===== config.mk =====
export PLATFORM = sky130hd
export DESIGN_NAME = sha1_hash_engine_core
export DESIGN_NICKNAME = d
export VERILOG_FILES = /design/src/rtl/sha1_pkg.sv /design/src/rtl/sha1_datapath.sv /design/src/rtl/sha1_ctrl.sv /design/src/rtl/sha1_hash_engine_core.sv
export SDC_FILE = /design/constraint.sdc
export NUM_CORES = 2
export LEC_CHECK = 0
export BUFFER_PORTS_ARGS = -buffer_cell sky130_fd_sc_hd__buf_2
export CORE_ASPECT_RATIO = 0.6
export CORE_MARGIN = 3
export CORE_UTILIZATION = 29
export DETAILED_ROUTE_END_ITERATION = 8
export PLACE_DENSITY = 0.4
export RECOVER_POWER = 25
export SLEW_MARGIN = 20
export SYNTH_ARGS = -nofsm -noshare
export SYNTH_HDL_FRONTEND = slang
export SYNTH_SLANG_ARGS = --single-unit

===== constraint.sdc =====
create_clock -name clk_i -period 31.6 [get_ports clk_i]
set_input_delay 3.16 -clock clk_i [delete_from_list [all_inputs] [get_ports clk_i]]
set_output_delay 3.16 -clock clk_i [all_outputs]
set_load 0.02 [all_outputs]

===== src/rtl/sha1_pkg.sv =====
// Shared types and constants for the SHA-1 hash engine.
// Used by sha1_ctrl, sha1_datapath and sha1_hash_engine_core; no dependencies.
package sha1_pkg;

  localparam int unsigned DigestWords = 5;
  localparam int unsigned Rounds      = 80;
  localparam int unsigned BlockWords  = 16;

  // byte slot where the 64-bit length field starts (448 bits into the block)
  localparam logic [5:0] LenPos = 6'(448 / 8);

  localparam logic [31:0] RoundK [4] = '{
    32'h5a827999, 32'h6ed9eba1, 32'h8f1bbcdc, 32'hca62c1d6
  };

  localparam logic [31:0] InitChain [DigestWords] = '{
    32'h67452301, 32'hefcdab89, 32'h98badcfe, 32'h10325476, 32'hc3d2e1f0
  };

  typedef struct packed {
    logic [7:0] msg_byte;
    logic       has_byte;
    logic       end_of_message;
  } sha1_in_t;

  typedef struct packed {
    logic [31:0] digest_word;
    logic [2:0]  word_index;
    logic        last_word;
  } sha1_out_t;

  typedef enum logic [2:0] {
    ST_IDLE,
    ST_ROUND,
    ST_UPDATE,
    ST_PAD,
    ST_OUT
  } sha1_state_e;

  typedef enum logic [1:0] {
    SEL_MSG,
    SEL_PAD80,
    SEL_ZERO,
    SEL_LEN
  } sha1_bsel_e;

  typedef struct packed {
    logic       put_byte;
    sha1_bsel_e byte_sel;
    logic       add_len;
    logic       load_vars;
    logic       round_en;
    logic [6:0] round_idx;
    logic       chain_add;
    logic       clear_msg;
    logic [2:0] out_idx;
  } sha1_cmd_t;

  typedef struct packed {
    logic [5:0] byte_pos;
  } sha1_stat_t;

endpackage


===== src/rtl/sha1_datapath.sv =====
// SHA-1 datapath: block buffer as a rolling word window, round variables,
// chaining value, length and byte position counters. Depends on sha1_pkg.
module sha1_datapath import sha1_pkg::*; (
  input  logic        clk_i,
  input  logic        rst_ni,
  input  sha1_cmd_t   cmd_i,
  input  logic [7:0]  msg_byte_i,
  output sha1_stat_t  stat_o,
  output logic [31:0] digest_word_o
);

  logic [31:0] win_q  [BlockWords];
  logic [31:0] win_d  [BlockWords];
  logic [31:0] vars_q [DigestWords];
  logic [31:0] vars_d [DigestWords];
  logic [31:0] chain_q [DigestWords];
  logic [31:0] chain_d [DigestWords];
  logic [63:0] bit_len_q, bit_len_d;
  logic [5:0]  byte_pos_q, byte_pos_d;

  logic [7:0]  byte_in;
  logic [63:0] len_shift;
  logic [31:0] w_sched, w_t, f_val, k_val, tmp;
  logic [1:0]  stage;

  assign stat_o.byte_pos = byte_pos_q;

  // length bytes go out most significant first
  assign len_shift = bit_len_q << {byte_pos_q[2:0], 3'b000};

  always_comb begin
    case (cmd_i.byte_sel)
      SEL_MSG:   byte_in = msg_byte_i;
      SEL_PAD80: byte_in = 8'h80;
      SEL_LEN:   byte_in = len_shift[63:56];
      default:   byte_in = 8'h00;
    endcase
  end

  always_comb begin
    if (cmd_i.round_idx < 7'd20) begin
      stage = 2'd0;
    end else if (cmd_i.round_idx < 7'd40) begin
      stage = 2'd1;
    end else if (cmd_i.round_idx < 7'd60) begin
      stage = 2'd2;
    end else begin
      stage = 2'd3;
    end
  end

  // window slot 0 holds W[t-16]; taps at 13, 8, 2, 0 give W[t-3], W[t-8], W[t-14], W[t-16]
  assign w_sched = win_q[13] ^ win_q[8] ^ win_q[2] ^ win_q[0];
  assign w_t     = (cmd_i.round_idx < 7'(BlockWords)) ? win_q[0]
                                                      : {w_sched[30:0], w_sched[31]};

  always_comb begin
    case (stage)
      2'd0:    f_val = (vars_q[1] & vars_q[2]) ^ (~vars_q[1] & vars_q[3]);
      2'd2:    f_val = (vars_q[1] & vars_q[2]) ^ (vars_q[1] & vars_q[3])
                     ^ (vars_q[2] & vars_q[3]);
      default: f_val = vars_q[1] ^ vars_q[2] ^ vars_q[3];
    endcase
  end

  assign k_val = RoundK[stage];
  assign tmp   = {vars_q[0][26:0], vars_q[0][31:27]} + f_val + vars_q[4] + k_val + w_t;

  always_comb begin
    win_d = win_q;
    if (cmd_i.put_byte) begin
      for (int i = 0; i < BlockWords - 1; i++) begin
        win_d[i] = {win_q[i][23:0], win_q[i+1][31:24]};
      end
      win_d[BlockWords-1] = {win_q[BlockWords-1][23:0], byte_in};
    end else if (cmd_i.round_en) begin
      for (int i = 0; i < BlockWords - 1; i++) begin
        win_d[i] = win_q[i+1];
      end
      win_d[BlockWords-1] = w_t;
    end
  end

  always_comb begin
    vars_d = vars_q;
    if (cmd_i.load_vars) begin
      vars_d = chain_q;
    end else if (cmd_i.round_en) begin
      vars_d[0] = tmp;
      vars_d[1] = vars_q[0];
      vars_d[2] = {vars_q[1][1:0], vars_q[1][31:2]};
      vars_d[3] = vars_q[2];
      vars_d[4] = vars_q[3];
    end
  end

  always_comb begin
    chain_d = chain_q;
    if (cmd_i.clear_msg) begin
      chain_d = InitChain;
    end else if (cmd_i.chain_add) begin
      for (int i = 0; i < DigestWords; i++) begin
        chain_d[i] = chain_q[i] + vars_q[i];
      end
    end
  end

  always_comb begin
    bit_len_d  = bit_len_q;
    byte_pos_d = byte_pos_q;
    if (cmd_i.clear_msg) begin
      bit_len_d = '0;
    end else if (cmd_i.add_len) begin
      bit_len_d = bit_len_q + 64'd8;
    end
    if (cmd_i.put_byte) begin
      byte_pos_d = byte_pos_q + 6'd1;
    end
  end

  always_ff @(posedge clk_i) begin
    win_q  <= win_d;
    vars_q <= vars_d;
  end

  always_ff @(posedge clk_i or negedge rst_ni) begin
    if (!rst_ni) begin
      chain_q    <= InitChain;
      bit_len_q  <= '0;
      byte_pos_q <= '0;
    end else begin
      chain_q    <= chain_d;
      bit_len_q  <= bit_len_d;
      byte_pos_q <= byte_pos_d;
    end
  end

  assign digest_word_o = chain_q[cmd_i.out_idx];

endmodule


===== src/rtl/sha1_ctrl.sv =====
// SHA-1 controller: accepts bytes, sequences padding, 80 rounds, chaining update
// and digest word output. Depends on sha1_pkg; drives sha1_datapath by commands.
module sha1_ctrl import sha1_pkg::*; (
  input  logic       clk_i,
  input  logic       rst_ni,
  input  logic       in_valid_i,
  output logic       in_ready_o,
  input  logic       has_byte_i,
  input  logic       end_of_message_i,
  output logic       out_valid_o,
  input  logic       out_ready_i,
  input  sha1_stat_t stat_i,
  output sha1_cmd_t  cmd_o
);

  localparam logic [6:0] LastRound = 7'(Rounds - 1);
  localparam logic [2:0] LastWord  = 3'(DigestWords - 1);

  sha1_state_e state_q, state_d;
  logic [6:0]  round_q, round_d;
  logic [2:0]  word_q, word_d;
  logic        pad_mode_q, pad_mode_d;
  logic        pad_first_q, pad_first_d;
  logic        len_phase_q, len_phase_d;
  logic        final_q, final_d;

  logic block_full;
  logic hits_len;

  assign block_full = (stat_i.byte_pos == 6'd63);
  assign hits_len   = ((stat_i.byte_pos + 6'd1) == LenPos);

  // next state
  always_comb begin
    state_d     = state_q;
    round_d     = round_q;
    word_d      = word_q;
    pad_mode_d  = pad_mode_q;
    pad_first_d = pad_first_q;
    len_phase_d = len_phase_q;
    final_d     = final_q;
    unique case (state_q)
      ST_IDLE: begin
        if (in_valid_i && (has_byte_i || end_of_message_i)) begin
          pad_first_d = 1'b1;
          len_phase_d = 1'b0;
          final_d     = 1'b0;
          pad_mode_d  = end_of_message_i;
          if (has_byte_i && block_full) begin
            state_d = ST_ROUND;
            round_d = '0;
          end else if (end_of_message_i) begin
            state_d = ST_PAD;
          end
        end
      end
      ST_PAD: begin
        pad_first_d = 1'b0;
        if (block_full) begin
          state_d = ST_ROUND;
          round_d = '0;
          final_d = len_phase_q;
        end else if (hits_len) begin
          len_phase_d = 1'b1;
        end
      end
      ST_ROUND: begin
        if (round_q == LastRound) begin
          state_d = ST_UPDATE;
        end else begin
          round_d = round_q + 7'd1;
        end
      end
      ST_UPDATE: begin
        if (final_q) begin
          state_d = ST_OUT;
          word_d  = '0;
        end else if (pad_mode_q) begin
          state_d = ST_PAD;
        end else begin
          state_d = ST_IDLE;
        end
      end
      ST_OUT: begin
        if (out_ready_i) begin
          if (word_q == LastWord) begin
            state_d    = ST_IDLE;
            pad_mode_d = 1'b0;
            final_d    = 1'b0;
          end else begin
            word_d = word_q + 3'd1;
          end
        end
      end
      default: state_d = ST_IDLE;
    endcase
  end

  // outputs
  always_comb begin
    cmd_o           = '0;
    cmd_o.byte_sel  = SEL_MSG;
    cmd_o.round_idx = round_q;
    cmd_o.out_idx   = word_q;
    in_ready_o      = 1'b0;
    out_valid_o     = 1'b0;
    unique case (state_q)
      ST_IDLE: begin
        in_ready_o = 1'b1;
        if (in_valid_i && has_byte_i) begin
          cmd_o.put_byte  = 1'b1;
          cmd_o.add_len   = 1'b1;
          cmd_o.load_vars = block_full;
        end
      end
      ST_PAD: begin
        cmd_o.put_byte  = 1'b1;
        cmd_o.load_vars = block_full;
        if (pad_first_q) begin
          cmd_o.byte_sel = SEL_PAD80;
        end else if (len_phase_q) begin
          cmd_o.byte_sel = SEL_LEN;
        end else begin
          cmd_o.byte_sel = SEL_ZERO;
        end
      end
      ST_ROUND:  cmd_o.round_en = 1'b1;
      ST_UPDATE: cmd_o.chain_add = 1'b1;
      ST_OUT: begin
        out_valid_o     = 1'b1;
        cmd_o.clear_msg = out_ready_i && (word_q == LastWord);
      end
      default: ;
    endcase
  end

  always_ff @(posedge clk_i or negedge rst_ni) begin
    if (!rst_ni) begin
      state_q     <= ST_IDLE;
      round_q     <= '0;
      word_q      <= '0;
      pad_mode_q  <= 1'b0;
      pad_first_q <= 1'b0;
      len_phase_q <= 1'b0;
      final_q     <= 1'b0;
    end else begin
      state_q     <= state_d;
      round_q     <= round_d;
      word_q      <= word_d;
      pad_mode_q  <= pad_mode_d;
      pad_first_q <= pad_first_d;
      len_phase_q <= len_phase_d;
      final_q     <= final_d;
    end
  end

  a_no_overlap: assert property (@(posedge clk_i) disable iff (!rst_ni)
    !(in_ready_o && out_valid_o))
    else $error("input and output handshakes active together");

  a_round_range: assert property (@(posedge clk_i) disable iff (!rst_ni)
    (state_q == ST_ROUND) |-> (round_q <= LastRound))
    else $error("round counter out of range");

  a_load_starts_rounds: assert property (@(posedge clk_i) disable iff (!rst_ni)
    cmd_o.load_vars |=> (state_q == ST_ROUND) && (round_q == '0))
    else $error("round variables loaded without starting a block");

  a_last_word_idle: assert property (@(posedge clk_i) disable iff (!rst_ni)
    (out_valid_o && out_ready_i && (word_q == LastWord)) |=> (state_q == ST_IDLE))
    else $error("engine not idle after last digest word");

  a_out_only_final: assert property (@(posedge clk_i) disable iff (!rst_ni)
    (state_q == ST_UPDATE) && !final_q |=> !out_valid_o)
    else $error("digest shown before final block");

endmodule


===== src/rtl/sha1_hash_engine_core.sv =====
// SHA-1 hash engine top level: joins the controller and the datapath.
// Depends on sha1_pkg, sha1_ctrl and sha1_datapath.
//
// Usage:
//   Input channel (in_valid_i / in_ready_o / in_data_i) carries one transaction
//   per message byte; has_byte marks a data byte and end_of_message closes the
//   message after that byte. A transaction with neither bit set is ignored.
//   Output channel (out_valid_o / out_ready_i / out_data_o) carries the five
//   digest words, word_index 0 first, last_word set on word 4.
// Timing:
//   The 64th byte of a block starts the SHA-1 rounds (one SHA-1 round per
//   cycle) and then the chaining update, during which no input is taken.
//   End of message adds the padding bytes and one or two block
//   computations before word 0 appears; words then go one per cycle
//   while out_ready_i is high.
// Reset clears the chaining value to the SHA-1 initial values and zeroes the
// length and byte position. While the receiver stalls, the current digest word
// holds and no new input is taken; after word 4 the engine starts a new message.
module sha1_hash_engine_core import sha1_pkg::*; (
  input  logic      clk_i,
  input  logic      rst_ni,
  input  logic      in_valid_i,
  output logic      in_ready_o,
  input  sha1_in_t  in_data_i,
  output logic      out_valid_o,
  input  logic      out_ready_i,
  output sha1_out_t out_data_o
);

  sha1_cmd_t   cmd;
  sha1_stat_t  stat;
  logic [31:0] digest_word;

  sha1_ctrl u_ctrl (
    .clk_i            (clk_i),
    .rst_ni           (rst_ni),
    .in_valid_i       (in_valid_i),
    .in_ready_o       (in_ready_o),
    .has_byte_i       (in_data_i.has_byte),
    .end_of_message_i (in_data_i.end_of_message),
    .out_valid_o      (out_valid_o),
    .out_ready_i      (out_ready_i),
    .stat_i           (stat),
    .cmd_o            (cmd)
  );

  sha1_datapath u_datapath (
    .clk_i         (clk_i),
    .rst_ni        (rst_ni),
    .cmd_i         (cmd),
    .msg_byte_i    (in_data_i.msg_byte),
    .stat_o        (stat),
    .digest_word_o (digest_word)
  );

  assign out_data_o.digest_word = digest_word;
  assign out_data_o.word_index  = cmd.out_idx;
  assign out_data_o.last_word   = (cmd.out_idx == 3'(DigestWords - 1));

endmodule

==> impl_metrics.csv <==
group,metric,value,unit
placement,dp_hpwl,118000,microns
sta,tns,0,ns
worst_setup_path,crit_arrival,15.10,ns
synth,ys_top_cells_by_count,"edfxtp_1, nand2_1, mux2_2",
synth,synth_ff_type,"edfxtp_1",
sta,setup_viol,0,
sta,tightest_slew,8.09,ns
worst_setup_path,crit_required,31.61,ns
floorplanning,initial_core_util,0.294,
synth,syn_nets,5028,
sta,hold_viol_final,0,
worst_setup_path,cp-endpoint,"u_datapath.chain_q[59]",
worst_setup_path,reg2reg_slack,21.06,ns
layout,final_layout_size_suffix_gt1_frac,0.190,
worst_setup_path,crit_path_max_incr_delay,5.18,ns
synth,synth_area_leaders,"edfxtp_1, mux2_2, dfrtp_1, fa_1, ha_1",
global_routing,antenna_found_initial,14,
global_routing,grt.total_usage,0.171,
sta,fin_skew,0.0396,ns
worst_setup_path,path_class,"primary input to async pin",
worst_setup_path,crit_fanout,97,
clock_network,clkTransAtPathRegs,0.06,ns
floorplanning,ios,52,
status,violations,"capacitance limit, slew limit",
worst_hold_path,min_delay_path_depth,1,
worst_setup_path,crit_slowest_cell,"clkbuf_1",
clock_network,cts_resized,0,
worst_setup_path,startpoint,"rst_ni",
route,drc,0,
clock_network,cts_buffer_depth,3,
floorplanning,core.rowCount,121,
floorplanning,die_x,561,microns
layout,multiInputGateArea,25700,sq um
placement,portBuffers,51,
clock_network,cts_max_level,3,
global_routing,grt_pass1_wl,247000,microns
sta,slew_violations,667,
clock_network,clock-sinks,916,
global_routing,grt_overflow,0,
layout,fill_cells,18600,
route,wirelength,167000,microns
clock_network,tritoncts,"built",
synth,synth_cells,4693,
status,status,"finished with violations",
floorplanning,core,183000,sq um
layout,area_growth,11.5,%
route,drt_pass1_iterations,6,
route,drtIter0Drc,3238,
sta,fin_crit_sh,0.478,
layout,register_area,26400,sq um
synth,yosys_warnings,0,
route,top_layer_used,"met5",
synth,synth_top_area_share,0.376,
global_routing,grt_pass1_vias,35200,
clock_network,clkLatencyLatePin,0.72,ns
worst_setup_path,worstPathCellList,"clkbuf_1 -> clkbuf_1 -> clkbuf_1",
route,met3_length,11600,microns
worst_setup_path,r2r_start,"u_ctrl.state_q[1]",
route,met1Wirelength,93700,microns
clock_network,cts_root_buf,"clkbuf_16",
worst_setup_path,r2r_cells,7,
route,ant_nets,0,
sta,rsz0062_at_grt,"false",
sta,fin_crit,15.09,ns
synth,synth_top_cell_by_area,"edfxtp_1",
clock_network,postCtsSetupRepairBufs,0,
worst_setup_path,cp-end-kind,"async pin",
placement,place.gp.congestion,0.861,
clock_network,hold_buffers,0,
layout,fin_nets,5027,
global_routing,grt_max_degree,156,
synth,synth_edf_count,672,
worst_setup_path,start_kind,"primary input",
sta,timing.fmax,66.3,MHz
synth,async_reset_ff_frac,0.266,
synth,avgSynthCellArea,11.4,sq um
run,cap_violations,10,
floorplanning,die_area,190000,sq um
floorplanning,die_y,339,microns
worst_setup_path,r2r-end,"u_datapath.win_q[229]",
route,vias,36100,
route,routed-wl-met2,59400,microns
clock_network,cts_buffers,98,
synth,synth-seq-cells,916,
route,via_per_inst,4.99,
synth,yosysSeqAreaShare,0.492,
worst_hold_path,hold_class,"register to register",
route,wire_per_inst,23.1,microns
sta,relSlewSlack,-4.39,
worst_setup_path,cp_common_cell,"clkbuf_1",
synth,post-synth-top-count-cell,"edfxtp_1",
synth,ys_types,97,
synth,syn_area,53600,sq um
-- cell type report --
type                            count  area share
Sequential cell                   916       0.441
Multi-Input combinational cell   3350       0.429
Tap cell                         2460      0.0515
Clock buffer                      124      0.0431
Inverter                          213      0.0134
Timing Repair Buffer              113      0.0118
Clock inverter                     57     0.00981
Antenna cell                        3    0.000125
-- worst max-delay path, delay by kind of cell --
kind / cells / cell delay, ns
buffers and inverters: 3 / 11.67
-- state kept, by name (all words and copies together) (netlist names) --
register	cells
u_ctrl.word_q	3
u_ctrl.pad_first_q	1
u_datapath.chain_q	160
u_datapath.stat_o	6
u_ctrl.round_q	7
u_datapath.win_q	512
u_ctrl.pad_mode_q	1
u_ctrl.final_q	1
u_datapath.bit_len_q	61
u_ctrl.state_q	3
u_ctrl.len_phase_q	1
u_datapath.vars_q	160
-- routing by layer --
layer | global-route usage | up-vias
met3 | 0.0445 | 146
met4 | 0.0260 | 2
met1 | 0.292 | 18200
met5 | 0 | -
met2 | 0.208 | 787
li1 | - | 17000
-- kinds of logic (layout without fill, tap and decap cells) --
family	count (synthesis)	count (layout)	synth area share
buf+inv	427	507	0.0304
flops	916	916	0.492
xor+xnor	313	313	0.0511
compound gates	919	919	0.106
simple gates	1176	1176	0.0975
mux	621	621	0.131
other cells	0	3	0
fa+ha+maj	321	321	0.0924
-- worst min-delay path by stage --
stage / endpoint / startpoint / slack [ns]
after detailed placement: u_datapath.stat_o[5] / u_datapath.stat_o[5] / 0.46
after global routing: u_datapath.stat_o[5] / u_datapath.stat_o[5] / 0.48
final: u_datapath.stat_o[5] / u_datapath.stat_o[5] / 0.47
after floorplan: u_datapath.stat_o[5] / u_datapath.stat_o[5] / 0.43
after CTS: u_datapath.stat_o[5] / u_datapath.stat_o[5] / 0.47
after global placement: u_datapath.stat_o[5] / u_datapath.stat_o[5] / 0.47
-- layout by cell type (no fill, tap or decap), types with 125 or more instances in the layout --
cell	count
a21oi_1	293
dfrtp_1	162
edfxtp_1	672
fa_1	125
ha_1	196
inv_1	212
mux2_2	498
nand2_1	583
nor2_1	233
o21ai_0	266
xnor2_1	186
xor2_1	127
-- per-stage QoR --
stage / instance area (sq um) / std cells / util / setup WS [ns] / hold WS [ns]
after floorplan: 53600 / 4693 / - / 2.25 / 0.434
after global placement: 56700 / 7052 / 0.311 / 24.26 / 0.467
after detailed placement: 56700 / 7052 / 0.311 / 24.31 / 0.461
after CTS: 59900 / 7233 / 0.328 / 24.36 / 0.472
after global routing: 59800 / 7234 / 0.328 / 14.35 / 0.478
final: 59800 / 7236 / 0.328 / 16.51 / 0.469
Power is not shown: default switching activity piles up to over one toggle a cycle in this logic, so the estimate is an artifact.
